[src/hdl/nps_pkg.sv]
`default_nettype none

package nps_pkg;

   localparam int ID_W    = 8;
   localparam int PRIO_W  = 8;
   localparam int BURST_W = 16;
   localparam int TIME_W  = 32;
   localparam int STAT_W  = 2;

   // operation codes
   localparam logic OP_ADD  = 1'b0;
   localparam logic OP_TICK = 1'b1;

   // result status codes
   localparam logic [STAT_W-1:0] STATUS_ADDED = 2'd0;
   localparam logic [STAT_W-1:0] STATUS_FULL  = 2'd1;
   localparam logic [STAT_W-1:0] STATUS_RUN   = 2'd2;
   localparam logic [STAT_W-1:0] STATUS_IDLE  = 2'd3;

   // controller -> datapath
   typedef struct packed {
      logic              capture;    // latch the request item
      logic              seek_step;  // advance the free-slot pointer
      logic              add_write;  // store the job at the pointer slot
      logic              remove;     // drop the finished current job
      logic              scan_init;  // restart the selection scan
      logic              scan_step;  // one read of the selection scan
      logic              load_cur;   // make the scan winner current
      logic              run;        // run the current job for one slice
      logic              set_res;    // result with status only
      logic [STAT_W-1:0] res_code;
      logic              rsp_load;   // move result into output register
   } cmd_type;

   // datapath -> controller
   typedef struct packed {
      logic full;
      logic slot_free;
      logic has_cur;
      logic cur_zero;
      logic scan_done;
      logic found;
      logic rsp_free;
   } stat_type;

endpackage

`default_nettype wire

[src/hdl/nps_ctrl.sv]
`default_nettype none

module nps_ctrl (
   input  wire               clock,
   input  wire               reset,
   input  wire               req_tvalid,
   input  wire               req_op,
   output logic              req_tready,
   input  nps_pkg::stat_type stat,
   output nps_pkg::cmd_type  cmd
);
   import nps_pkg::*;

   typedef enum logic [5:0] {
      ST_IDLE   = 6'b000001,
      ST_SEEK   = 6'b000010,
      ST_CHECK  = 6'b000100,
      ST_SCAN   = 6'b001000,
      ST_RUN    = 6'b010000,
      ST_FINISH = 6'b100000
   } state_type;

   state_type state_ff, state_in;

   always_ff @(posedge clock) begin
      if (reset) begin
         state_ff <= ST_IDLE;
      end else begin
         state_ff <= state_in;
      end
   end

   always_comb begin
      cmd        = '0;
      req_tready = 1'b0;
      state_in   = state_ff;
      case (state_ff)
         ST_IDLE: begin
            req_tready = 1'b1;
            if (req_tvalid) begin
               cmd.capture = 1'b1;
               state_in    = (req_op == OP_TICK) ? ST_CHECK : ST_SEEK;
            end
         end
         ST_SEEK: begin
            if (stat.full) begin
               cmd.set_res  = 1'b1;
               cmd.res_code = STATUS_FULL;
               state_in     = ST_FINISH;
            end else if (stat.slot_free) begin
               cmd.add_write = 1'b1;
               cmd.set_res   = 1'b1;
               cmd.res_code  = STATUS_ADDED;
               state_in      = ST_FINISH;
            end else begin
               cmd.seek_step = 1'b1;
            end
         end
         ST_CHECK: begin
            if (stat.has_cur && !stat.cur_zero) begin
               state_in = ST_RUN;
            end else begin
               cmd.remove    = stat.has_cur;
               cmd.scan_init = 1'b1;
               state_in      = ST_SCAN;
            end
         end
         ST_SCAN: begin
            cmd.scan_step = 1'b1;
            if (stat.scan_done) begin
               if (stat.found) begin
                  cmd.load_cur = 1'b1;
                  state_in     = ST_RUN;
               end else begin
                  cmd.set_res  = 1'b1;
                  cmd.res_code = STATUS_IDLE;
                  state_in     = ST_FINISH;
               end
            end
         end
         ST_RUN: begin
            cmd.run  = 1'b1;
            state_in = ST_FINISH;
         end
         ST_FINISH: begin
            if (stat.rsp_free) begin
               cmd.rsp_load = 1'b1;
               state_in     = ST_IDLE;
            end
         end
         default: begin
            state_in = ST_IDLE;
         end
      endcase
   end

`ifndef NO_ASSERTIONS
   a_state_onehot: assert property (@(posedge clock) disable iff (reset)
      $onehot(state_ff))
      else $error("controller state not one-hot");

   a_capture_leaves_idle: assert property (@(posedge clock) disable iff (reset)
      cmd.capture |=> (state_ff == ST_SEEK || state_ff == ST_CHECK))
      else $error("accepted item did not start work");
`endif

endmodule

`default_nettype wire

[src/hdl/nps_dp.sv]
`default_nettype none

module nps_dp #(
   parameter int TABLE_DEPTH = 16
) (
   input  wire               clock,
   input  wire               reset,
   input  wire  [79:0]       req_tdata,
   input  nps_pkg::cmd_type  cmd,
   output nps_pkg::stat_type stat,
   output logic              rsp_tvalid,
   input  wire               rsp_tready,
   output logic [95:0]       rsp_tdata,
   output logic [1:0]        rsp_tuser
);
   import nps_pkg::*;

   localparam int SLOT_W = (TABLE_DEPTH > 1) ? $clog2(TABLE_DEPTH) : 1;
   localparam int CNT_W  = $clog2(TABLE_DEPTH + 1);
   localparam int WORD_W = ID_W + PRIO_W + BURST_W + SLOT_W;
   localparam int BURST_LO = SLOT_W;
   localparam int PRIO_LO  = SLOT_W + BURST_W;
   localparam int ID_LO    = SLOT_W + BURST_W + PRIO_W;

   // entry memory: {tag, priority, burst, rank}
   logic [WORD_W-1:0] entry_mem_ff [TABLE_DEPTH];
   logic [WORD_W-1:0] rd_data_ff;
   logic              mem_we;
   logic [SLOT_W-1:0] mem_waddr;
   logic [WORD_W-1:0] mem_wdata;
   logic              mem_re;

   logic [TABLE_DEPTH-1:0] valid_ff, valid_in;
   logic [CNT_W-1:0]       add_cnt_ff, add_cnt_in;

   // latched request
   logic [ID_W-1:0]    rq_tag_ff;
   logic [PRIO_W-1:0]  rq_prio_ff;
   logic [BURST_W-1:0] rq_burst_ff;
   logic [TIME_W-1:0]  rq_now_ff;
   logic [BURST_W-1:0] rq_slice_ff;

   // slot pointer shared by the free-slot seek and the selection scan
   logic [CNT_W-1:0]  ptr_ff, ptr_in;
   logic [SLOT_W-1:0] ptr_idx;
   logic              ptr_end;
   logic              rd_pend_ff;
   logic [SLOT_W-1:0] rd_slot_ff;

   // rank close-up after a removal
   logic              rm_active_ff;
   logic [SLOT_W-1:0] rm_rank_ff;

   // scan best-so-far
   logic               found_ff;
   logic [SLOT_W-1:0]  best_slot_ff;
   logic [PRIO_W-1:0]  best_prio_ff;
   logic [SLOT_W-1:0]  best_ord_ff;
   logic [ID_W-1:0]    best_tag_ff;
   logic [BURST_W-1:0] best_burst_ff;

   // current job
   logic               has_cur_ff;
   logic [SLOT_W-1:0]  cur_slot_ff;
   logic [SLOT_W-1:0]  cur_rank_ff;
   logic [ID_W-1:0]    cur_tag_ff;
   logic [BURST_W-1:0] cur_burst_ff;
   logic [BURST_W-1:0] cur_rem_ff;
   logic [TIME_W-1:0]  cur_start_ff;

   // staged result and output register
   logic [STAT_W-1:0]  res_status_ff, rsp_status_ff;
   logic [ID_W-1:0]    res_id_ff, rsp_id_ff;
   logic [BURST_W-1:0] res_rem_ff, rsp_rem_ff;
   logic [TIME_W-1:0]  res_start_ff, rsp_start_ff;
   logic [TIME_W-1:0]  res_end_ff, rsp_end_ff;
   logic               res_done_ff, rsp_done_ff;
   logic               rsp_valid_ff;

   // scan compare stage
   logic [SLOT_W-1:0]  rd_ord, ord_adj;
   logic [PRIO_W-1:0]  rd_prio;
   logic               rd_live, rd_shift, better;

   // run arithmetic
   logic [BURST_W-1:0] rem_new;
   logic [TIME_W-1:0]  start_new;
   logic               run_done;

   assign ptr_idx = ptr_ff[SLOT_W-1:0];
   assign ptr_end = (ptr_ff == CNT_W'(TABLE_DEPTH));

   assign rd_ord   = rd_data_ff[SLOT_W-1:0];
   assign rd_prio  = rd_data_ff[PRIO_LO +: PRIO_W];
   assign rd_live  = rd_pend_ff && valid_ff[rd_slot_ff];
   assign rd_shift = rd_live && rm_active_ff && (rd_ord > rm_rank_ff);
   assign ord_adj  = rd_shift ? rd_ord - SLOT_W'(1) : rd_ord;
   assign better   = rd_live && (!found_ff || (rd_prio < best_prio_ff) ||
                     ((rd_prio == best_prio_ff) && (ord_adj < best_ord_ff)));

   assign mem_re = cmd.scan_step && !ptr_end;

   always_comb begin
      mem_we    = 1'b0;
      mem_waddr = ptr_idx;
      mem_wdata = {rq_tag_ff, rq_prio_ff, rq_burst_ff, add_cnt_ff[SLOT_W-1:0]};
      if (cmd.add_write) begin
         mem_we = 1'b1;
      end else if (rd_shift) begin
         mem_we    = 1'b1;
         mem_waddr = rd_slot_ff;
         mem_wdata = {rd_data_ff[WORD_W-1:SLOT_W], ord_adj};
      end
   end

   always_ff @(posedge clock) begin
      if (mem_we) begin
         entry_mem_ff[mem_waddr] <= mem_wdata;
      end
      if (mem_re) begin
         rd_data_ff <= entry_mem_ff[ptr_idx];
      end
   end

   always_comb begin
      valid_in   = valid_ff;
      add_cnt_in = add_cnt_ff;
      if (cmd.add_write) begin
         valid_in[ptr_idx] = 1'b1;
         add_cnt_in        = add_cnt_ff + CNT_W'(1);
      end
      if (cmd.remove) begin
         valid_in[cur_slot_ff] = 1'b0;
         add_cnt_in            = add_cnt_ff - CNT_W'(1);
      end
   end

   always_comb begin
      ptr_in = ptr_ff;
      if (cmd.capture || cmd.scan_init) begin
         ptr_in = '0;
      end else if (cmd.seek_step || mem_re) begin
         ptr_in = ptr_ff + CNT_W'(1);
      end
   end

   always_comb begin
      start_new = (cur_rem_ff == cur_burst_ff) ? rq_now_ff : cur_start_ff;
      rem_new   = (cur_rem_ff > rq_slice_ff) ? cur_rem_ff - rq_slice_ff : '0;
      run_done  = (rem_new == '0);
   end

   // control state
   always_ff @(posedge clock) begin
      if (reset) begin
         valid_ff     <= '0;
         add_cnt_ff   <= '0;
         ptr_ff       <= '0;
         rd_pend_ff   <= 1'b0;
         rm_active_ff <= 1'b0;
         found_ff     <= 1'b0;
         has_cur_ff   <= 1'b0;
         cur_slot_ff  <= '0;
         rsp_valid_ff <= 1'b0;
      end else begin
         valid_ff   <= valid_in;
         add_cnt_ff <= add_cnt_in;
         ptr_ff     <= ptr_in;
         rd_pend_ff <= mem_re;
         if (cmd.capture) begin
            rm_active_ff <= 1'b0;
         end else if (cmd.remove) begin
            rm_active_ff <= 1'b1;
         end
         if (cmd.scan_init) begin
            found_ff <= 1'b0;
         end else if (better) begin
            found_ff <= 1'b1;
         end
         if (cmd.remove) begin
            has_cur_ff <= 1'b0;
         end else if (cmd.load_cur) begin
            has_cur_ff  <= 1'b1;
            cur_slot_ff <= best_slot_ff;
         end
         if (cmd.rsp_load) begin
            rsp_valid_ff <= 1'b1;
         end else if (rsp_tready) begin
            rsp_valid_ff <= 1'b0;
         end
      end
   end

   // payload
   always_ff @(posedge clock) begin
      if (cmd.capture) begin
         rq_tag_ff   <= req_tdata[7:0];
         rq_prio_ff  <= req_tdata[15:8];
         rq_burst_ff <= req_tdata[31:16];
         rq_now_ff   <= req_tdata[63:32];
         rq_slice_ff <= req_tdata[79:64];
      end
      rd_slot_ff <= ptr_idx;
      if (cmd.remove) begin
         rm_rank_ff <= cur_rank_ff;
      end
      if (better) begin
         best_slot_ff  <= rd_slot_ff;
         best_prio_ff  <= rd_prio;
         best_ord_ff   <= ord_adj;
         best_tag_ff   <= rd_data_ff[ID_LO +: ID_W];
         best_burst_ff <= rd_data_ff[BURST_LO +: BURST_W];
      end
      if (cmd.load_cur) begin
         cur_rank_ff  <= best_ord_ff;
         cur_tag_ff   <= best_tag_ff;
         cur_burst_ff <= best_burst_ff;
         cur_rem_ff   <= best_burst_ff;
         cur_start_ff <= '0;
      end else if (cmd.run) begin
         cur_rem_ff   <= rem_new;
         cur_start_ff <= start_new;
      end
      if (cmd.set_res) begin
         res_status_ff <= cmd.res_code;
         res_id_ff     <= '0;
         res_rem_ff    <= '0;
         res_start_ff  <= '0;
         res_end_ff    <= '0;
         res_done_ff   <= 1'b0;
      end else if (cmd.run) begin
         res_status_ff <= STATUS_RUN;
         res_id_ff     <= cur_tag_ff;
         res_rem_ff    <= rem_new;
         res_start_ff  <= start_new;
         res_end_ff    <= run_done ? rq_now_ff : '0;
         res_done_ff   <= run_done;
      end
      if (cmd.rsp_load) begin
         rsp_status_ff <= res_status_ff;
         rsp_id_ff     <= res_id_ff;
         rsp_rem_ff    <= res_rem_ff;
         rsp_start_ff  <= res_start_ff;
         rsp_end_ff    <= res_end_ff;
         rsp_done_ff   <= res_done_ff;
      end
   end

   always_comb begin
      stat.full      = (add_cnt_ff == CNT_W'(TABLE_DEPTH));
      stat.slot_free = !ptr_end && !valid_ff[ptr_idx];
      stat.has_cur   = has_cur_ff;
      stat.cur_zero  = (cur_rem_ff == '0);
      stat.scan_done = ptr_end && !rd_pend_ff;
      stat.found     = found_ff;
      stat.rsp_free  = !rsp_valid_ff || rsp_tready;
   end

   assign rsp_tvalid = rsp_valid_ff;
   assign rsp_tuser  = rsp_status_ff;
   assign rsp_tdata  = {7'd0, rsp_done_ff, rsp_end_ff, rsp_start_ff, rsp_rem_ff, rsp_id_ff};

`ifndef NO_ASSERTIONS
   a_count_matches_valid: assert property (@(posedge clock) disable iff (reset)
      $countones(valid_ff) == int'(add_cnt_ff))
      else $error("live count differs from valid bits");

   a_current_is_live: assert property (@(posedge clock) disable iff (reset)
      has_cur_ff |-> valid_ff[cur_slot_ff])
      else $error("current job slot not valid");
`endif

endmodule

`default_nettype wire

[src/hdl/nonpreemptive_priority_scheduler_unit.sv]
`default_nettype none

// Channel  Dir  Ports              Payload
// req      in   req_tvalid/tready  tuser: operation; tdata: job fields
// rsp      out  rsp_tvalid/tready  tuser: status; tdata: run fields
//
// Add: the seek steps past each occupied slot ahead of the lowest free one,
// or reports full. A tick that keeps the running job goes check, run, finish.
// A tick that selects a job first scans every slot of the entry memory, one
// read per cycle, and ends idle if none is live. Reset clears the valid bits,
// live count and current job; no clearing pass. The result waits in an output
// register, and the next item is taken meanwhile; finishing the next item
// stalls until it drains.

module nonpreemptive_priority_scheduler_unit #(
   parameter int TABLE_DEPTH = 16
) (
   input  wire         clock,
   input  wire         reset,
   input  wire         req_tvalid,
   output logic        req_tready,
   // [7:0] job_id, [15:8] job_priority, [31:16] job_burst,
   // [63:32] current_time, [79:64] time_slice
   input  wire  [79:0] req_tdata,
   // [0] operation
   input  wire  [0:0]  req_tuser,
   output logic        rsp_tvalid,
   input  wire         rsp_tready,
   // [7:0] run_id, [23:8] run_remaining, [55:24] run_start,
   // [87:56] run_end, [88] run_done, [95:89] zero
   output logic [95:0] rsp_tdata,
   // [1:0] status
   output logic [1:0]  rsp_tuser
);
   import nps_pkg::*;

   cmd_type  cmd;
   stat_type stat;

   // sequencing: idle, seek free slot, check current, scan, run, finish
   nps_ctrl u_ctrl (
      .clock      (clock),
      .reset      (reset),
      .req_tvalid (req_tvalid),
      .req_op     (req_tuser[0]),
      .req_tready (req_tready),
      .stat       (stat),
      .cmd        (cmd)
   );

   // entry memory, valid bits, current job and result registers
   nps_dp #(
      .TABLE_DEPTH (TABLE_DEPTH)
   ) u_dp (
      .clock      (clock),
      .reset      (reset),
      .req_tdata  (req_tdata),
      .cmd        (cmd),
      .stat       (stat),
      .rsp_tvalid (rsp_tvalid),
      .rsp_tready (rsp_tready),
      .rsp_tdata  (rsp_tdata),
      .rsp_tuser  (rsp_tuser)
   );

endmodule

`default_nettype wire

[config.mk]
export PLATFORM = sky130hd
export DESIGN_NAME = nonpreemptive_priority_scheduler_unit
export DESIGN_NICKNAME = d
export VERILOG_FILES = /design/src/hdl/nps_pkg.sv /design/src/hdl/nps_ctrl.sv /design/src/hdl/nps_dp.sv /design/src/hdl/nonpreemptive_priority_scheduler_unit.sv
export SDC_FILE = /design/constraint.sdc
export NUM_CORES = 1
export LEC_CHECK = 0
export ABC_AREA = 1
export BUFFER_PORTS_ARGS = -buffer_cell sky130_fd_sc_hd__buf_2
export CAP_MARGIN = 15
export CORE_UTILIZATION = 53
export CTS_CLUSTER_SIZE = 16
export DETAILED_ROUTE_END_ITERATION = 8
export PLACE_DENSITY = 0.73
export SYNTH_ARGS = -nofsm -noshare
export SYNTH_HDL_FRONTEND = slang
export SYNTH_SLANG_ARGS = --single-unit
[constraint.sdc]
create_clock -name clock -period 4.7 [get_ports clock]
set_input_delay 0.235 -clock clock [delete_from_list [all_inputs] [get_ports clock]]
set_output_delay 0.235 -clock clock [all_outputs]
set_load 0.02 [all_outputs]
==> run summary <==
TIMING
-------------------------------------------------------------------------------------
Total of endpoints with negative setup slack in the final report .......            0
RSZ-0062 raised after global routing ...................................           no
Crit share post-route ..................................................       90.16%
Final hold violations ..................................................            0
Worst slew pin tran ....................................................      1176 ps
Final-report max-slew violation count ..................................            0
FMAX ...................................................................    236.0 MHz
Minimum clock period after layout ......................................      4238 ps
Setup TNS after final layout ...........................................         0 ps
Worst setup skew after layout ..........................................     22.97 ps
Slew Limit Headroom ....................................................       21.58%

PLACE
-------------------------------------------------------------------------------------
Count of input and output buffers ......................................          177
RD Place Congestion ....................................................       0.8776
Half-perimeter wire length after placement .............................     53850 um

SYNTHESIS
-------------------------------------------------------------------------------------
Sequential share of the synthesized area ...............................       73.45%
Async set-or-reset flop fraction in the synthesized netlist ............           0%
Mapped Cells ...........................................................         3214
Post-synthesis share of cell area spent on and, or, nand and nor gates .       10.73%
Number of storage elements in the synthesis netlist ....................         1039
EDFF count, synth ......................................................          873
Post-synthesis average cell area .......................................  12.51 sq um
Yosys warning count ....................................................            0
Netlist area before placement ..........................................  40210 sq um
Post-Synth XOR/XNOR Area ...............................................      0.4574%
Portion of netlist area occupied by mux cells ..........................      0.8961%
Most instantiated flip-flop cell in the synthesis netlist ..............     edfxtp_1
Yosys cell types .......................................................           55
Combinational family with the most area after synthesis ................ simple AND/OR/NAND/NOR gates
Synth Area in Compound Gates ...........................................       9.549%
Adder-Cell Fraction of Synth Area ......................................       1.313%

LAYOUT
-------------------------------------------------------------------------------------
Antenna cell count .....................................................            0
Seq. cell area .........................................................  29550 sq um
FILL cells .............................................................         5587
Area used by multi-input combinational logic ...........................   9434 sq um
Area added between synthesis and finish ................................       15.39%
Number of nets in the layout ...........................................         3594
Most frequent cells in the layout ...................................... edfxtp_1, nand2_1, o21ai_0
Core occupancy in the finished layout ..................................       62.12%
Fraction of final layout cells sized beyond drive strength 1 ...........       13.46%
Leading cell type in the layout, fill and taps excluded ................     edfxtp_1

CRITICAL PATH
-------------------------------------------------------------------------------------
Crit path launch type ..................................................         flop
Maximum net fanout on the critical path ................................           24
Endpoint type of the worst setup path ..................................         flop
Critical Path RT .......................................................      5060 ps
Crit path DAT ..........................................................      4600 ps
Critical Setup Path Class .............................................. flop to flop
Register-to-Register Setup Slack .......................................       460 ps

CLOCK TREE
-------------------------------------------------------------------------------------
CTS Buf Count ..........................................................          101
Worst-Skew Late Latency ................................................       660 ps
Total of hold buffers inserted after clock tree synthesis ..............           85
Number of sinks handled by clock tree synthesis ........................         1039
H-tree levels ..........................................................            3
CTS tree ...............................................................        built
Clock Pin Slew Worst Setup and Hold Paths ..............................        70 ps
Longest Clk Path Bufs ..................................................            3
Root buffer selected by CTS ............................................    clkbuf_16
Resized Gates After CTS ................................................            0
Post-CTS Setup Inserts .................................................            0

ROUTING
-------------------------------------------------------------------------------------
Routed length per placed instance ......................................     20.62 um
Post-Route WL ..........................................................     93190 um
Vias per Instance ......................................................        5.715
Total iterations of the first detailed-routing run .....................            5
Total vias in the final route ..........................................        25825
Antenna Nets Post-Route ................................................            0
Residual DRC count .....................................................            0
DR iter-0 viols ........................................................         2794

FLOORPLANNING
-------------------------------------------------------------------------------------
I/O Pins ...............................................................          185
Die Footprint ..........................................................  76980 sq um
Std-Cell Core Area .....................................................  74700 sq um
Width of the die .......................................................     277.5 um
Starting Density .......................................................       53.84%
Row count ..............................................................          100
Vert. Die Dim ..........................................................     277.5 um

STATUS
-------------------------------------------------------------------------------------
Status .................................................................    completed

GRT
-------------------------------------------------------------------------------------
Tot GR Track Use .......................................................       23.91%
Maximum number of pins on one net before global-route repair ...........          106
Overflow left after global routing .....................................            0
Antenna violations before repair .......................................            1
Global-route wire length before repair .................................    141900 um
Number of global-route vias before repair ..............................        24700

JOB
-------------------------------------------------------------------------------------
Max cap viols ..........................................................            0

PWR
-------------------------------------------------------------------------------------
Lkg Pwr ................................................................   0.01694 uW
Power density relative to cell area .................................... 426.4 nW/um^2
Worst supply voltage drop on vdd .......................................    0.3276 mV

WORST HOLD PATH
-------------------------------------------------------------------------------------
Worst min-delay path class ............................................. input pin to flop

cells in the mapped netlist (all sizes together), types with 3 or more instances:
cell type,number,share of area (%)
nand4,85,1.3
dfxtp,166,8.3
mux2,32,0.90
clkbuf,126,1.2
inv,185,1.7
o22ai,146,2.3
nand2,471,4.4
o21ai,409,5.1
xnor2,19,0.41
buf,44,0.69
nand3b,3,0.056
a22o,13,0.28
o31ai,4,0.075
a31oi,4,0.062
nor2,394,3.8
nor4,5,0.15
nand3,60,0.82
o211ai,3,0.056
nor3,5,0.10
edfxtp,873,65
ha,39,1.2
a21oi,108,1.4
power breakdown:
group	internal, uW	leakage (uW)	switching, uW
Combinational	358	0.00610	989
Sequential	10400	0.00926	108
Clock	4520	0.00158	3370
cell families (layout without fill, tap and decap cells):
family | after synthesis | after routing
fa+ha+maj | 41 | 41
simple gates | 1026 | 1026
xor+xnor | 21 | 21
buf+inv | 355 | 685
other cells | 1 | 7
flops | 1039 | 1039
mux | 32 | 32
compound gates | 699 | 699
final timing paths:
kind                            start                 endpoint  cells after the start
setup / recovery   u_dp.rd_slot_ff[0]  u_dp.entry_mem_ff[3][6]                     13
hold / removal          req_tdata[15]       u_dp.rq_prio_ff[7]                      2
setup reg to reg   u_dp.rd_slot_ff[0]  u_dp.entry_mem_ff[3][6]                     13
hold reg to reg   u_dp.cur_rank_ff[3]       u_dp.rm_rank_ff[3]                      0
area by class of cell:
class | instances | area share, %
clock buffer | 135 | 5.959
clock inverter | 50 | 1.043
inverter | 185 | 1.515
multi-input combinational | 1826 | 20.33
sequential | 1039 | 63.67
tap | 969 | 2.613
timing repair buffer | 315 | 4.870
per-stage QoR:
step / power (uW) / worst slack, ps / hold slack [ps] / cells / area (sq um)
floorplan: 11540 / 239.0 / 333.9 / 3220 / 40240
global placement: 11990 / 581.0 / 402.4 / 4249 / 42300
detailed placement: 12020 / 462.2 / 405.6 / 4249 / 42300
CTS: 19890 / 460.4 / 235.0 / 4519 / 46400
global route: 20390 / 156.3 / 263.9 / 4519 / 46400
finish: 19790 / 462.5 / 280.2 / 4519 / 46400
worst max-delay path, stage by stage, from the launching register on:
cell      delay (ps)
dfxtp_1          600
inv_1            280
nand2_1          110
nand3_1           70
nand3_1          110
nand3b_1          80
nand2_1          130
nand3_1          240
nor2_4           660
nand2_1          140
o21ai_2          110
nand3_1          380
nor2_4           680
buf_4            320
registers in the layout, summed over array words and instances (netlist names), 16 cells and up:
signal / count
u_dp.rsp_start_ff: 32
u_dp.res_start_ff: 32
u_dp.rq_now_ff: 32
u_dp.cur_burst_ff: 16
u_dp.rsp_end_ff: 32
u_dp.res_rem_ff: 16
u_dp.valid_ff: 16
u_dp.cur_start_ff: 32
u_dp.res_end_ff: 32
u_dp.entry_mem_ff: 576
u_dp.rq_slice_ff: 16
u_dp.rd_data_ff: 36
u_dp.best_burst_ff: 16
u_dp.rsp_rem_ff: 16
u_dp.rq_burst_ff: 16
u_dp.cur_rem_ff: 16
layer usage:
layer  vias up  wire [um]  track usage (%)
li1      12027          -                -
met1     12560      39270            33.99
met4         2       2299            7.151
met5         -         11                0
met2      1059      43960            38.46
met3       177       7650            3.369
No activity file was read; power rests on OpenSTA's default activity.
